### config.mk
export PLATFORM = sky130hd
export DESIGN_NAME = dns_query_name_extractor_unit_flat
export DESIGN_NICKNAME = d
export VERILOG_FILES = /design/src/rtl/dqne_pkg.sv /design/src/rtl/dqne_req_if.sv /design/src/rtl/dqne_rsp_if.sv /design/src/rtl/dqne_parse_core.sv /design/src/rtl/dns_query_name_extractor_unit.sv /design/src/flat_wrapper.sv
export SDC_FILE = /design/constraint.sdc
export NUM_CORES = 1
export LEC_CHECK = 0
export CELL_PAD_IN_SITES_DETAIL_PLACEMENT = 1
export CELL_PAD_IN_SITES_GLOBAL_PLACEMENT = 2
export CORE_ASPECT_RATIO = 1.2
export CORE_MARGIN = 1.5
export CORE_UTILIZATION = 31
export DETAILED_ROUTE_END_ITERATION = 16
export DONT_BUFFER_PORTS = 1
export HOLD_SLACK_MARGIN = 0.05
export PLACE_DENSITY = 0.63
export SYNTH_ARGS = -nofsm -noshare
export SYNTH_HDL_FRONTEND = slang
export SYNTH_SLANG_ARGS = --single-unit
### constraint.sdc
create_clock -name clock -period 7.4 [get_ports clock]
set_input_delay 1.48 -clock clock [delete_from_list [all_inputs] [get_ports clock]]
set_output_delay 1.48 -clock clock [all_outputs]
set_load 0.03 [all_outputs]
### src/rtl/dqne_pkg.sv
// dqne_pkg: shared types and constants for the DNS query name extractor.
// No dependencies; used by the channel interfaces, the parse core and the top level.
package dqne_pkg;

   typedef enum logic [1:0] {
      KIND_CHAR    = 2'd0,
      KIND_ACCEPT  = 2'd1,
      KIND_DISCARD = 2'd2
   } result_kind_type;

   localparam logic [15:0] DNS_PORT_RESET = 16'd53;
   localparam logic [15:0] MIN_DGRAM_LEN  = 16'd13;
   localparam logic [3:0]  HEADER_BYTES   = 4'd12;
   localparam logic [3:0]  FLAGS_OFFSET   = 4'd2;
   localparam logic [3:0]  QDCNT_HI_OFFSET = 4'd4;
   localparam logic [3:0]  QDCNT_LO_OFFSET = 4'd5;
   localparam logic [7:0]  MAX_LABEL_LEN  = 8'd63;
   localparam logic [7:0]  DOT_CHAR       = 8'h2E;

   typedef struct packed {
      logic [7:0]  data_byte;
      logic        first_byte;
      logic        last_byte;
      logic [15:0] dest_port;
      logic [15:0] datagram_length;
   } req_payload_type;

   typedef struct packed {
      result_kind_type result_kind;
      logic [7:0]      name_char;
      logic [7:0]      name_length;
   } rsp_payload_type;

   typedef struct packed {
      logic            valid;
      rsp_payload_type payload;
   } core_result_type;

endpackage

### src/rtl/dqne_req_if.sv
// dqne_req_if: valid/ready channel carrying one datagram byte per transaction.
// Depends on dqne_pkg for the payload type.
interface dqne_req_if;
   logic                     valid;
   logic                     ready;
   dqne_pkg::req_payload_type payload;

   modport source (output valid, output payload, input ready);
   modport sink   (input valid, input payload, output ready);
endinterface

### src/rtl/dqne_rsp_if.sv
// dqne_rsp_if: valid/ready channel carrying one name result per transaction.
// Depends on dqne_pkg for the payload type.
interface dqne_rsp_if;
   logic                     valid;
   logic                     ready;
   dqne_pkg::rsp_payload_type payload;

   modport source (output valid, output payload, input ready);
   modport sink   (input valid, input payload, output ready);
endinterface

### src/rtl/dqne_parse_core.sv
// dqne_parse_core: parse state registers and the per-byte next-state and result logic.
// Depends on dqne_pkg. Advances only when step is high.
module dqne_parse_core #(
   parameter int NAME_BYTES = 254,
   parameter int MAX_LABELS = 64
) (
   input  logic                      clock,
   input  logic                      reset,
   input  logic                      step,
   input  dqne_pkg::req_payload_type item,
   input  logic [15:0]               dns_port,
   output dqne_pkg::core_result_type result
);

   localparam int NCW = $clog2(NAME_BYTES);
   localparam int LCW = $clog2(MAX_LABELS + 1);
   localparam logic [NCW-1:0] NAME_LIMIT  = NCW'(NAME_BYTES - 1);
   localparam logic [LCW-1:0] LABEL_LIMIT = LCW'(MAX_LABELS);

   typedef enum logic [1:0] {
      PH_IDLE,
      PH_HEADER,
      PH_LEN,
      PH_CHARS
   } phase_type;

   phase_type      phase_ff, phase_in;
   logic [3:0]     hoff_ff, hoff_in;
   logic [7:0]     qdh_ff, qdh_in;
   logic [5:0]     lrem_ff, lrem_in;
   logic [NCW-1:0] ncnt_ff, ncnt_in;
   logic [LCW-1:0] lcnt_ff, lcnt_in;

   always_comb begin
      logic do_len;
      do_len   = 1'b0;
      phase_in = phase_ff;
      hoff_in  = hoff_ff;
      qdh_in   = qdh_ff;
      lrem_in  = lrem_ff;
      ncnt_in  = ncnt_ff;
      lcnt_in  = lcnt_ff;
      result   = '0;

      if (item.first_byte) begin
         // close out a name abandoned without its last byte
         if (phase_ff == PH_LEN || phase_ff == PH_CHARS) begin
            result.valid               = 1'b1;
            result.payload.result_kind = dqne_pkg::KIND_DISCARD;
            result.payload.name_length = 8'(ncnt_ff);
         end
         hoff_in = '0;
         qdh_in  = '0;
         lrem_in = '0;
         ncnt_in = '0;
         lcnt_in = '0;
         phase_in = (item.dest_port == dns_port &&
                     item.datagram_length >= dqne_pkg::MIN_DGRAM_LEN) ? PH_HEADER : PH_IDLE;
      end

      unique case (phase_in)
         PH_HEADER: begin
            if (hoff_in < dqne_pkg::HEADER_BYTES) begin
               if (hoff_in == dqne_pkg::FLAGS_OFFSET && item.data_byte[7]) begin
                  phase_in = PH_IDLE;
               end
               if (hoff_in == dqne_pkg::QDCNT_HI_OFFSET) begin
                  qdh_in = item.data_byte;
               end
               if (hoff_in == dqne_pkg::QDCNT_LO_OFFSET && qdh_in == 8'd0 &&
                   item.data_byte == 8'd0) begin
                  phase_in = PH_IDLE;
               end
               hoff_in = hoff_in + 4'd1;
               if (item.last_byte) begin
                  phase_in = PH_IDLE;
               end
            end else if (item.data_byte == 8'd0) begin
               phase_in = PH_IDLE;
            end else begin
               phase_in = PH_LEN;
               do_len   = 1'b1;
            end
         end
         PH_LEN: begin
            do_len = 1'b1;
         end
         PH_CHARS: begin
            if (item.last_byte || ncnt_in >= NAME_LIMIT) begin
               phase_in                   = PH_IDLE;
               result.valid               = 1'b1;
               result.payload.result_kind = dqne_pkg::KIND_DISCARD;
               result.payload.name_length = 8'(ncnt_in);
            end else begin
               ncnt_in = ncnt_in + 1'b1;
               lrem_in = lrem_in - 6'd1;
               if (lrem_in == 6'd0) begin
                  phase_in = PH_LEN;
               end
               result.valid               = 1'b1;
               result.payload.result_kind = dqne_pkg::KIND_CHAR;
               result.payload.name_char   = item.data_byte;
               result.payload.name_length = 8'(ncnt_in);
            end
         end
         PH_IDLE: begin
            phase_in = PH_IDLE;
         end
         default: begin
            phase_in = PH_IDLE;
         end
      endcase

      // label length byte; the terminating zero accepts ahead of the length checks
      if (do_len) begin
         priority if (lcnt_in >= LABEL_LIMIT) begin
            phase_in                   = PH_IDLE;
            result.valid               = 1'b1;
            result.payload.result_kind = dqne_pkg::KIND_DISCARD;
            result.payload.name_length = 8'(ncnt_in);
         end else if (item.data_byte == 8'd0) begin
            phase_in                   = PH_IDLE;
            result.valid               = 1'b1;
            result.payload.result_kind = dqne_pkg::KIND_ACCEPT;
            result.payload.name_length = 8'(ncnt_in);
         end else if (item.data_byte > dqne_pkg::MAX_LABEL_LEN ||
                      (ncnt_in != '0 && ncnt_in >= NAME_LIMIT) || item.last_byte) begin
            phase_in                   = PH_IDLE;
            result.valid               = 1'b1;
            result.payload.result_kind = dqne_pkg::KIND_DISCARD;
            result.payload.name_length = 8'(ncnt_in);
         end else begin
            lcnt_in  = lcnt_in + 1'b1;
            lrem_in  = item.data_byte[5:0];
            phase_in = PH_CHARS;
            if (ncnt_in != '0) begin
               ncnt_in                    = ncnt_in + 1'b1;
               result.valid               = 1'b1;
               result.payload.result_kind = dqne_pkg::KIND_CHAR;
               result.payload.name_char   = dqne_pkg::DOT_CHAR;
               result.payload.name_length = 8'(ncnt_in);
            end
         end
      end
   end

   always_ff @(posedge clock) begin
      if (reset) begin
         phase_ff <= PH_IDLE;
         hoff_ff  <= '0;
         qdh_ff   <= '0;
         lrem_ff  <= '0;
         ncnt_ff  <= '0;
         lcnt_ff  <= '0;
      end else if (step) begin
         phase_ff <= phase_in;
         hoff_ff  <= hoff_in;
         qdh_ff   <= qdh_in;
         lrem_ff  <= lrem_in;
         ncnt_ff  <= ncnt_in;
         lcnt_ff  <= lcnt_in;
      end
   end

endmodule

### src/rtl/dns_query_name_extractor_unit.sv
// dns_query_name_extractor_unit: top level with input register, parse core and result register.
// Depends on dqne_pkg, dqne_req_if, dqne_rsp_if and dqne_parse_core.
//
//   channel   direction  transaction
//   req_bus   in         one UDP payload byte with datagram framing
//   rsp_bus   out        one name character, or the accept/discard mark for the name
//   csr_*     in         write of the DNS port register
//
// A byte is loaded into the input register on its transaction edge and parsed from that
// register; the result register loads when the parse step is taken, so a result passes the
// input register and then the result register before it is offered.
// One byte per cycle is sustained while rsp_bus.ready is high; the single parse
// state update per byte sets that figure.
// A held result stalls the parse step, and the input register then fills and drops ready.
// Reset is synchronous and returns the DNS port to 53 and the parser to idle.
module dns_query_name_extractor_unit #(
   parameter int NAME_BYTES = 254,
   parameter int MAX_LABELS = 64
) (
   input  logic              clock,
   input  logic              reset,
   dqne_req_if.sink          req_bus,
   dqne_rsp_if.source        rsp_bus,
   input  logic              csr_wr_en,
   input  logic [15:0]       csr_wr_data
);

   logic [15:0]               dns_port_ff;
   logic                      in_valid_ff, in_valid_in;
   dqne_pkg::req_payload_type in_payload_ff;
   logic                      rsp_valid_ff, rsp_valid_in;
   dqne_pkg::rsp_payload_type rsp_payload_ff;
   dqne_pkg::core_result_type core_result;
   logic                      out_free;
   logic                      step;
   logic                      req_take;

   assign out_free = !rsp_valid_ff || rsp_bus.ready;
   assign step     = in_valid_ff && out_free;
   assign req_bus.ready = !in_valid_ff || step;
   assign req_take = req_bus.valid && req_bus.ready;

   assign in_valid_in  = req_take ? 1'b1 : (step ? 1'b0 : in_valid_ff);
   assign rsp_valid_in = step ? core_result.valid : (rsp_bus.ready ? 1'b0 : rsp_valid_ff);

   dqne_parse_core #(
      .NAME_BYTES (NAME_BYTES),
      .MAX_LABELS (MAX_LABELS)
   ) u_core (
      .clock    (clock),
      .reset    (reset),
      .step     (step),
      .item     (in_payload_ff),
      .dns_port (dns_port_ff),
      .result   (core_result)
   );

   always_ff @(posedge clock) begin
      if (reset) begin
         dns_port_ff  <= dqne_pkg::DNS_PORT_RESET;
         in_valid_ff  <= 1'b0;
         rsp_valid_ff <= 1'b0;
      end else begin
         if (csr_wr_en) begin
            dns_port_ff <= csr_wr_data;
         end
         in_valid_ff  <= in_valid_in;
         rsp_valid_ff <= rsp_valid_in;
      end
   end

   // payload registers: load on transaction, hold otherwise
   always_ff @(posedge clock) begin
      if (req_take) begin
         in_payload_ff <= req_bus.payload;
      end
      if (step) begin
         rsp_payload_ff <= core_result.payload;
      end
   end

   assign rsp_bus.valid   = rsp_valid_ff;
   assign rsp_bus.payload = rsp_payload_ff;

endmodule

### src/flat_wrapper.sv
// flat-port wrapper written by rule: the top's interface ports become plain ports
module dns_query_name_extractor_unit_flat 
#(
   parameter int NAME_BYTES = 254,
   parameter int MAX_LABELS = 64
)
  (clock, reset, csr_wr_en, csr_wr_data, req_bus_valid, req_bus_payload, req_bus_ready, rsp_bus_valid, rsp_bus_payload, rsp_bus_ready);
  dqne_req_if req_bus_i ();
  dqne_rsp_if rsp_bus_i ();
  input  logic clock;
  input  logic reset;
  input  logic csr_wr_en;
  input  logic [15:0] csr_wr_data;
  input wire logic [$bits(req_bus_i.valid)-1:0] req_bus_valid;
  input wire logic [$bits(req_bus_i.payload)-1:0] req_bus_payload;
  output wire logic [$bits(req_bus_i.ready)-1:0] req_bus_ready;
  output wire logic [$bits(rsp_bus_i.valid)-1:0] rsp_bus_valid;
  output wire logic [$bits(rsp_bus_i.payload)-1:0] rsp_bus_payload;
  input wire logic [$bits(rsp_bus_i.ready)-1:0] rsp_bus_ready;
  assign req_bus_i.valid = req_bus_valid;
  assign req_bus_i.payload = req_bus_payload;
  assign req_bus_ready = req_bus_i.ready;
  assign rsp_bus_valid = rsp_bus_i.valid;
  assign rsp_bus_payload = rsp_bus_i.payload;
  assign rsp_bus_i.ready = rsp_bus_ready;
  dns_query_name_extractor_unit #(.NAME_BYTES(NAME_BYTES), .MAX_LABELS(MAX_LABELS)) u_core (.clock(clock), .reset(reset), .req_bus(req_bus_i), .rsp_bus(rsp_bus_i), .csr_wr_en(csr_wr_en), .csr_wr_data(csr_wr_data));
endmodule
; Word-level counts from Yosys, hierarchy flattened
; Index checks and enable logic that the tools add are counted.
[op_classes]
addsub = 5
muxes = 68
order_cmp = 6
eq_ne = 9
reduce_logical = 22
[op_table]
columns = op, n
row1 = $mux 8, 23
row2 = $mux 19, 3
row3 = $mux 6, 7
row4 = $mux 7, 5
row5 = $mux 2, 13
row6 = $add 8x1->8 const B, 2
row7 = $eq 16x16->1, 1
row8 = $ge 16x4->1 const B, 1
row9 = $ge 8x8->1 const B, 2
row10 = $logic_not 8->1, 2
row11 = $mux 3, 5
row12 = $mux 4, 3
row13 = $eq 2x2->1 const B, 4
row14 = $eq 4x3->1 const B, 2
row15 = $gt 8x6->1 const B, 1
row16 = $reduce_bool 8->1, 1
row17 = $add 7x1->7 const B, 1
row18 = $ge 7x7->1 const B, 1
row19 = $logic_and 1x1->1, 7
row20 = $mux 1, 7
row21 = $logic_not 6->1, 1
row22 = $logic_or 1x1->1, 6
row23 = $pmux 2 s3, 1
row24 = $sub 6x1->6 const B, 1
row25 = 8 further kinds, 10
[totals]
word_cells = 127
out_inout_bits = 20
reg_bits = 113

; Depth between registers and ports, before layout
; Gate-level depths: netlist of the first run.
[logic_depth]
word_depth = 15
mapped_depth = 22
ltp_nobuf = 18

; Modules after synthesis
; Synthesis of the first run repeated with hierarchy kept, for this count alone.
[unflattened]
hier_cells = 611
hier_area_um2 = 6229.7
[by_module_without_submodules]
columns = module, area_per_inst_um2, seq_area_each_um2, instances, cells_each
row1 = dqne_parse_core, 3753.6, 700.7, 1, 489
row2 = dns_query_name_extractor_unit, 2476.1, 2162.1, 1, 122

; Worst setup path before layout of the first run
; No wires, ideal clock.
[synth_path]
path_type = reg2reg
from = register u_core.in_payload_ff[33] (netlist name)
to = register u_core.rsp_payload_ff, in the netlist u_core.rsp_bus.payload[1] (data pin)
required_ns = 7.124
period_less_slack_ns = 3.938
slack_ns = 3.462
t_arrival_ns = 3.662
setup_time_ns = 0.276
stages_incl_launch_ff = 20
path_buffers = 4
cell_sequence = edfxtp_1 buf_4 clkbuf_1 clkbuf_1 nor2b_1 a31oi_1 inv_1 ha_1 buf_2 nand2b_1 a31oi_4 nand2_1 o21a_1 ha_1 o31a_1 nand4_1 nor4_2 a31oi_2 a221oi_1 a311oi_1
[synth_lines]
columns = item, line_no
row1 = start: declaration, dns_query_name_extractor_unit.sv:30  ; dqne_pkg::req_payload_type in_payload_ff;
row2 = start signal: assignment, dns_query_name_extractor_unit.sv:75  ; in_payload_ff <= req_bus.payload;
row3 = end signal: assignment, dns_query_name_extractor_unit.sv:78  ; rsp_payload_ff <= core_result.payload;
row4 = end: declaration, dns_query_name_extractor_unit.sv:32  ; dqne_pkg::rsp_payload_type rsp_payload_ff;

==> summary.txt, run 1 <==
Library cells used by synthesis: 81
Initial antenna violation count: 1
Pwr per Cell Area: 241 nW/µm²
H-tree depth: 4
Wire per inst: 20.9 µm
Layout area overhead: 12.6%
Max Slew Vio Count: 0
Post-CTS sizing: 0
Die W: 132 µm
Ys flop type: edfxtp_1
Root Driver: clkbuf_16
Largest net degree at the start of global routing: 59
Rows: 56
RD Place Congestion: 0.897
CP cell instances: inv_1 -> nand2_1 -> inv_1 -> ha_1 -> nand2b_1 -> a31oi_4 -> nor2_1 -> nor2_1 -> inv_1 -> ha_1 -> nor2b_1 -> a21oi_1 -> o211a_1 -> a21oi_4 -> nand2_1 -> and3_1
DRT antenna net count: 0
Drt first pass iters: 4
Final WL: 18,600 µm
Filler cells: 2,224
Setup Buffers After CTS: 0
Min Hold Slack: 0.474 ns
Initial core utilization: 0.318
Run status: completed
Syn Area/Cell: 9.89 µm²
WP data required: 7.57 ns
DRC viols: 0
Setup crit end kind: register
Final Cycle Share: 0.696
Yosys warning total: 0
CP max-delay cell: a21oi_4
IO buf count: 0
RSZ-0062 raised after global routing: no
Vias/cell: 5.56
Rel. slew slack: 0.281
Setup TNS: 0 ns
Hold-fix buffers, CTS: 0
Clk_lat worst skew: 0.41 ns
Max_cap viols: 0
Tmin final: 5.15 ns
Global route overflow: 0
DP HPWL: 13,100 µm
Share of layout cells above drive strength 1: 0.100
Clock Sinks: 113
Final Instance Area: 7020 µm²
Synth Net Count: 710
Critical path's largest stage delay: 0.67 ns
Max VDD drop: 0.000152 V
All-Layer GR Usage: 0.181
Worst-path clk slew: 0.06 ns
Final Hold Viols: 0
Arrival @ worst endpoint: 5.32 ns
Longest Clk Path Bufs: 2
Worst-margin pin slew: 1.08 ns
CTS tree: yes
Post-synth EDFFs: 60
Die area: 21,000 µm²
Final setup violation count: 0
Initial drt markers: 337
Crit path max fanout: 26
Path type of the worst setup path: register to register
Mapped Cells: 630
Vias in the first global route: 5,110
Sequential area share after synthesis: 0.459
Critical path's most frequent cell: inv_1
Core area: 19,600 µm²
HP Class: register to register
Post-synthesis instance area: 6230 µm²
FMAX: 194 MHz
Synth Register Bits: 113
Dpl cell area: 6400 µm²
CP startpoint kind: register
Die Y: 158 µm
Total CTS buffers: 17
First-pass GRT wire length: 28,900 µm
Lkg Pwr: 2.44 nW
I/O Pins: 83
Final nets: 695
Via count: 4,944
Clock skew: 0.00680 ns
Asr flop ratio synth: 0
final timing paths:
check	to	start	slack (ns)	cells after the start
worst min-delay path	u_core.u_core.hoff_ff[1]	u_core.u_core.hoff_ff[1]	0.47	2
worst max register to register	u_core.rsp_bus.payload[8]	u_core.in_payload_ff[33]	2.25	16
worst max-delay path	u_core.rsp_bus.payload[8]	u_core.in_payload_ff[33]	2.25	16
worst min register to register	u_core.u_core.hoff_ff[1]	u_core.u_core.hoff_ff[1]	0.47	2
cells in the final DEF, fill, tap and decap left out, types with 5 or more instances in the layout:
master and n:
nand2_1 64, edfxtp_1 60, nor2_1 53, dfxtp_1 53
a21oi_1 30, xnor2_1 19, nor3_1 19, nand4_1 17
ha_1 17, clkbuf_16 17, inv_1 16, a31oi_1 15
mux2i_1 15, o21ai_1 13, nor2b_1 13, nand3_1 12
o21ai_0 12, nor4_1 11, a211o_1 10, a211oi_1 8
and3_1 8, a22oi_1 8, o211ai_1 7, or4_1 7
nand2b_1 7, a311oi_1 5, and2_1 5, buf_4 5
registers in the layout, indices dropped and copies added (netlist names):
name,flops
u_core.in_payload_ff,42
u_core.dns_port_ff,16
u_core.u_core.lrem_ff,6
u_core.u_core.hoff_ff,4
u_core.rsp_bus.valid,1
u_core.u_core.lcnt_ff,7
u_core.u_core.phase_ff,2
u_core.in_valid_ff,1
u_core.u_core.ncnt_ff,8
u_core.rsp_bus.payload,18
u_core.u_core.qdh_ff,8
area by class of cell:
class / instances / area, µm² / share of cell area
Multi-Input combinational cell: 461 / 3110 / 0.443
Sequential cell: 113 / 2860 / 0.408
Clock buffer: 18 / 429 / 0.0611
Tap cell: 261 / 327 / 0.0465
Clock inverter: 14 / 189 / 0.0269
Inverter: 17 / 63.8 / 0.00909
Timing Repair Buffer: 5 / 37.5 / 0.00535
Antenna cell: 1 / 2.50 / 0.000357
power by group:
| group | switching, mW | internal (mW) |
|---|---|---|
| sequential | 0.0294 | 0.693 |
| combinational | 0.0609 | 0.0344 |
| clock | 0.310 | 0.562 |
synth_stat cells, types with 12 or more instances:
cell	number	area share
ha_1	17	0.034
a21oi_1	30	0.024
nand2_1	64	0.039
edfxtp_1	60	0.29
xnor2_1	19	0.027
dfxtp_1	53	0.17
nor3_1	19	0.015
nor2b_1	13	0.013
inv_1	16	0.0096
nand3_1	12	0.0096
nor2_1	53	0.032
o21ai_1	13	0.010
clkbuf_1	21	0.013
a31oi_1	15	0.015
o21ai_0	12	0.0096
nand4_1	17	0.017
mux2i_1	15	0.024
critical path: cells and delay by family (launching register included):
| kind | cells | cell delay (ns) |
|---|---|---|
| AO/OA/AOI/OAI | 4 | 1.67 |
| adder cells (fa/ha/maj) | 2 | 0.52 |
| buffers and inverters | 3 | 0.89 |
| flip-flops | 1 | 0.39 |
| AND/OR/NAND/NOR | 7 | 1.44 |
cells by family after synthesis:
logic type / share of synthesized area
flip-flops: 0.459
AND/OR/NAND/NOR: 0.205
XOR/XNOR: 0.0321
adder cells (fa/ha/maj): 0.0341
buffers and inverters: 0.0424
multiplexers: 0.0265
AO/OA/AOI/OAI: 0.201
routing by layer:
layer,track usage,routed length (µm),vias up
li1,-,-,2357
met5,0,0,-
met3,0.0392,650,32
met1,0.210,7950,2441
met4,0.0822,483,0
met2,0.323,9480,114
per-stage QoR:
stage | utilization | instances | total power, mW | worst slack, ns
final | 0.358 | 890 | 1.69 | 2.25
after global routing | 0.358 | 890 | 1.75 | 1.78
after CTS | 0.358 | 889 | 1.71 | 2.23
after detailed placement | 0.326 | 857 | 0.832 | 2.24
after global placement | 0.326 | 857 | 0.831 | 2.36
after floorplan | - | 630 | 0.807 | 3.46
(Power assumes the default switching activity.)
==> run 2, diff against run 1 <==
PLACE_DENSITY = 0.65   (was 0.63)
clock period = 4.18 ns   (was 7.4 ns; I/O delays follow)
==> run 2 against run 1 <==
Effect of this change: flip-flop and latch count unchanged; cell count is 3.5% higher; worst setup slack got worse by 2.0 ns; worst hold slack gained 0.0068 ns; sequential share of layout area shrank 1.8 points; power is 82% higher; sequential power is 77% higher; maximum frequency rose by 31%; highest routed layer unchanged.
==> summary.txt, run 2 (synthesis results as in run 1) <==
Run status: completed
WP buf/inv: 3
Worst-margin pin slew: 1.01 ns
Rows: 56
Placement Setup Slack: -0.00674 ns
Path type of the worst setup path: register to register
R2r worst-path depth: 16
IO buf count: 0
Final worst-path setup slack: 0.257 ns
Final Instance Area: 7350 µm²
Longest Clk Path Bufs: 2
Non-filler cells, final: 921
Initial antenna violation count: 0
Root Driver: clkbuf_16
H-tree depth: 4
Initial core utilization: 0.318
CP startpoint kind: register
Dpl cells: 883
Min Hold Slack: 0.481 ns
Core area: 19,600 µm²
First-pass GRT wire length: 30,100 µm
Dpl cell area: 6590 µm²
DP HPWL: 13,400 µm
Die Y: 158 µm
Fin util: 0.375
Hold-fix buffers, CTS: 0
Initial drt markers: 287
Clock Sinks: 113
Critical path's largest stage delay: 0.51 ns
Top reg by flops: u_core.in_payload_ff
Final Hold Viols: 0
Tot Pwr: 3.08 mW
Final WL: 18,800 µm
CTS tree: yes
CP cell instances: inv_1 -> nand2_1 -> ha_1 -> nand2b_1 -> and3_1 -> nor3_1 -> nor2_1 -> buf_4 -> inv_1 -> ha_1 -> nor2b_1 -> a21oi_1 -> o211ai_1 -> o21ai_1 -> o41ai_1 -> a311oi_1
Crit path max fanout: 6
Wire per inst: 20.4 µm
Die area: 21,000 µm²
DRC viols: 0
Die W: 132 µm
Lkg Pwr: 2.62 nW
Pwr per Cell Area: 419 nW/µm²
FMAX: 255 MHz
HP Class: primary input to register
I/O Pins: 83
DRT antenna net count: 0
Rel. slew slack: 0.324
CP Depth: 16
Share of layout cells above drive strength 1: 0.158
# diodes: 0
Setup crit end kind: register
Final Cycle Share: 0.939
Flop2flop setup slack: 0.26 ns
Worst-path clk slew: 0.06 ns
RD Place Congestion: 0.854
Max reg flops: 42
Commonest non-fill, non-tap cell in the layout: nand2_1
Final nets: 727
Max VDD drop: 0.000255 V
Tmin final: 3.92 ns
Max Slew Vio Count: 0
Vias/cell: 5.47
Hold depth: 1
Max_cap viols: 0
Setup TNS: 0 ns
WP data required: 4.39 ns
All-Layer GR Usage: 0.187
Final setup violation count: 0
Clk_lat worst skew: 0.42 ns
Vias in the first global route: 5,454
Clock skew: 0.00976 ns
CP top delay family: compound AO/OA/AOI/OAI gates
Arrival @ worst endpoint: 4.13 ns
Largest net degree at the start of global routing: 59
CP max-delay cell: edfxtp_1
Commonest cells after routing, fill and taps aside: nand2_1 (64), edfxtp_1 (60), nor2_1 (53), dfxtp_1 (53), buf_4 (37)
Total CTS buffers: 17
Drt first pass iters: 4
Via count: 5,042
Layout area overhead: 17.9%
Global route overflow: 0
run 2: cell types whose count changed in the layout (fill, tap and decap cells not counted), sizes merged:
cell	before	now
diode	1	0
inv	18	17
bufinv	4	5
buf	5	37
run 2: routing by layer:
layer,GRT usage,up-vias,wire length (µm),part of all wire
met5,0,-,0,0
met1,0.221,2489,8060,0.43
met2,0.328,111,9510,0.51
met4,0.0858,0,506,0.027
li1,-,2405,-,-
met3,0.0398,37,707,0.038
run 2: final timing paths:
| check | startpoint | endpoint |
|---|---|---|
| max | u_core.in_payload_ff[33] | u_core.rsp_bus.payload[0] |
| min | reset | u_core.u_core.ncnt_ff[6] |
| max reg2reg | u_core.in_payload_ff[33] | u_core.rsp_bus.payload[0] |
| min reg2reg | u_core.u_core.lcnt_ff[4] | u_core.u_core.lcnt_ff[4] |
run 2: layout make-up:
cell class              count  area [µm²]
fillers                  2232       12300
multi-input cells         461        3170
flip-flops and latches    113        2860
clock buffers              18         439
well taps                 261         327
repair buffers             37         278
clock inverters            14         213
inverters                  17        63.8
run 2: power breakdown:
| group | leakage (nW) | switching (mW) | total (mW) | internal [mW] |
|---|---|---|---|---|
| Clock | 0.311 | 0.545 | 1.62 | 1.07 |
| Sequential | 1.03 | 0.0509 | 1.28 | 1.23 |
| Combinational | 1.28 | 0.117 | 0.188 | 0.0711 |
run 2: worst reg2reg max path, cell delays in order, from the launching register on:
cell      delay (ns)
edfxtp_1        0.51
inv_1           0.25
nand2_1         0.18
ha_1            0.22
nand2b_1        0.22
and3_1          0.22
nor3_1          0.28
nor2_1          0.12
buf_4           0.15
inv_1           0.13
ha_1            0.21
nor2b_1         0.06
a21oi_1         0.17
o211ai_1        0.19
o21ai_1         0.37
o41ai_1         0.11
a311oi_1        0.33
run 2: repair_timing:
action | in CTS | in global routing
pin swaps | 1 | 3
resized for setup | 0 | 13
setup buffers | 0 | 6
endpoints found under the setup margin | 1 | 35
endpoints found under the hold margin | 0 | 0
==> run 3, diff against run 2 <==
BUFFER_PORTS_ARGS = -buffer_cell sky130_fd_sc_hd__buf_2   (was default)
DONT_BUFFER_PORTS = default   (was 1)
PLACE_DENSITY = 0.71   (was 0.65)
==> run 3 against run 2 <==
Effect of this change: global-route usage up 0.063 points; flip-flop and latch count unchanged; design area up 3.9%; first-iteration DRC count down 22%; cell count up 7.9%; worst setup slack worse by 0.019 ns; via count up 5.2%; clock skew up 0.0017 ns; register-to-register slack worse by 0.02 ns; maximum frequency down 0.48%; highest routed layer unchanged.
==> summary.txt, run 3 (synthesis results as in run 1) <==
Run status: completed
Max reg flops: 42
Tmin final: 3.94 ns
Layout area overhead: 22.6%
Largest net degree at the start of global routing: 43
Vias/cell: 5.34
Filler cells: 2,252
Hold Crit Start: u_core.u_core.hoff_ff[1]
Final nets: 800
Drt first pass iters: 5
# diodes: 0
Reg2reg end: u_core.rsp_bus.payload[3]
Hold depth: 2
Rel. slew slack: 0.311
Via count: 5,304
Commonest non-fill, non-tap cell in the layout: buf_2
Final Hold Viols: 0
Total CTS buffers: 17
Final WL: 19,100 µm
RD Place Congestion: 0.856
Min Hold Slack: 0.480 ns
Root Driver: clkbuf_16
Pwr per Cell Area: 397 nW/µm²
WP buf/inv: 3
H-tree depth: 4
Crit path max fanout: 8
Initial core utilization: 0.318
DP HPWL: 13,700 µm
Flop2flop setup slack: 0.24 ns
Clock Sinks: 113
Dpl cell area: 6970 µm²
Hold Crit Endpoint: u_core.u_core.hoff_ff[1]
Top reg by flops: u_core.in_payload_ff
Clock skew: 0.0115 ns
Max Slew Vio Count: 0
HP Class: register to register
WP data required: 4.32 ns
CP cell instances: xnor2_1 -> nand4_1 -> nor4_2 -> a31oi_1 -> inv_1 -> ha_1 -> buf_4 -> and3b_1 -> a31oi_2 -> a311oi_4 -> and4_2 -> buf_4 -> a211oi_2 -> xnor2_1 -> o22ai_2
First-pass GRT wire length: 30,400 µm
CP max-delay cell: a311oi_4
Vias in the first global route: 5,597
DRC viols: 0
Commonest cells after routing, fill and taps aside: buf_2 (82), nand2_1 (64), edfxtp_1 (60)
All-Layer GR Usage: 0.188
Path type of the worst setup path: register to register
Grt met1 use: 0.234
Worst-path clk slew: 0.06 ns
IO buf count: 82
DRT antenna net count: 0
M3 GR Usage: 0.0341
Setup crit end kind: register
Initial antenna violation count: 0
Critical path's largest stage delay: 0.49 ns
Lkg Pwr: 2.90 nW
Die area: 21,000 µm²
Worst-margin pin slew: 1.03 ns
Global route overflow: 0
Clk_lat worst skew: 0.42 ns
Final Instance Area: 7640 µm²
Global route hottest layer: met2
Max VDD drop: 0.000263 V
Final setup violation count: 0
CP top delay family: simple AND/OR/NAND/NOR gates
Met2 usage: 0.320
Arrival @ worst endpoint: 4.08 ns
CTS tree: yes
FMAX: 254 MHz
CP startpoint kind: register
Initial drt markers: 224
Wire per inst: 19.2 µm
R2r startpoint: u_core.in_payload_ff[24]
Die Y: 158 µm
Setup TNS: 0 ns
I/O Pins: 83
Rows: 56
Share of layout cells above drive strength 1: 0.237
Longest Clk Path Bufs: 2
Max_cap viols: 0
Final Cycle Share: 0.943
Die W: 132 µm
Core area: 19,600 µm²
R2r worst-path depth: 15
-- run 3: cell types whose count changed in the layout (fill, tap and decap cells not counted), sizes merged --
cell,before,now
clkinv,7,6
buf,37,110
inv,17,20
bufinv,5,3
-- run 3: final cells by class --
cell class	instances	area (µm²)	area share
multi-input combinational	461	3140	0.411
sequential	113	2860	0.375
timing repair buffer	110	637	0.0834
clock buffer	18	429	0.0562
tap	261	327	0.0427
clock inverter	14	180	0.0236
inverter	17	63.8	0.00835
-- run 3: per-layer routing --
metal	routed length (µm)	vias up	part of all wire
li1	-	2552	-
met1	8620	2589	0.45
met2	9250	131	0.49
met3	767	32	0.040
met4	428	0	0.022
met5	0	-	0
-- run 3: worst max-delay path by stage --
stage | from | end | slack, ns | cells past startpoint
after global placement | u_core.in_payload_ff[22] | u_core.rsp_bus.payload[3] | 0.17 | 20
after global routing | u_core.in_payload_ff[26] | u_core.u_core.ncnt_ff[6] | -0.006 | 20
after CTS | u_core.in_payload_ff[27] | u_core.rsp_bus.payload[3] | 0.09 | 15
after detailed placement | u_core.in_payload_ff[22] | u_core.rsp_bus.payload[3] | 0.14 | 15
final | u_core.in_payload_ff[24] | u_core.rsp_bus.payload[3] | 0.24 | 15
after floorplan | u_core.in_payload_ff[33] | u_core.rsp_bus.payload[1] | 0.24 | 19
-- run 3: power breakdown --
| part | leakage (nW) | internal [mW] | switching [mW] |
|---|---|---|---|
| Combinational | 1.58 | 0.0952 | 0.151 |
| Sequential | 1.03 | 1.23 | 0.0403 |
| Clock | 0.291 | 0.945 | 0.573 |
| Total | 2.90 | 2.27 | 0.763 |
-- run 3: per-stage QoR --
step	cells	util	worst slack (ns)	power [mW]
detailed placement	959	0.355	0.136	1.53
global placement	959	0.355	0.168	1.53
floorplan	630	-	0.242	1.43
CTS	991	0.386	0.0892	3.06
finish	994	0.389	0.237	3.03
global route	994	0.389	-0.00614	3.13
-- run 3: timing repair --
action                     4_1_cts  5_1_grt
setup buffers                    0        3
setup endpoints to repair        0       20
hold buffers                     0        0
resized for setup                0        8
-- run 3: worst min-delay path, cell delays in order, from the launching register on --
cell and delay [ns]:
dfxtp_1 0.32, nand2_1 0.06, a21oi_1 0.05
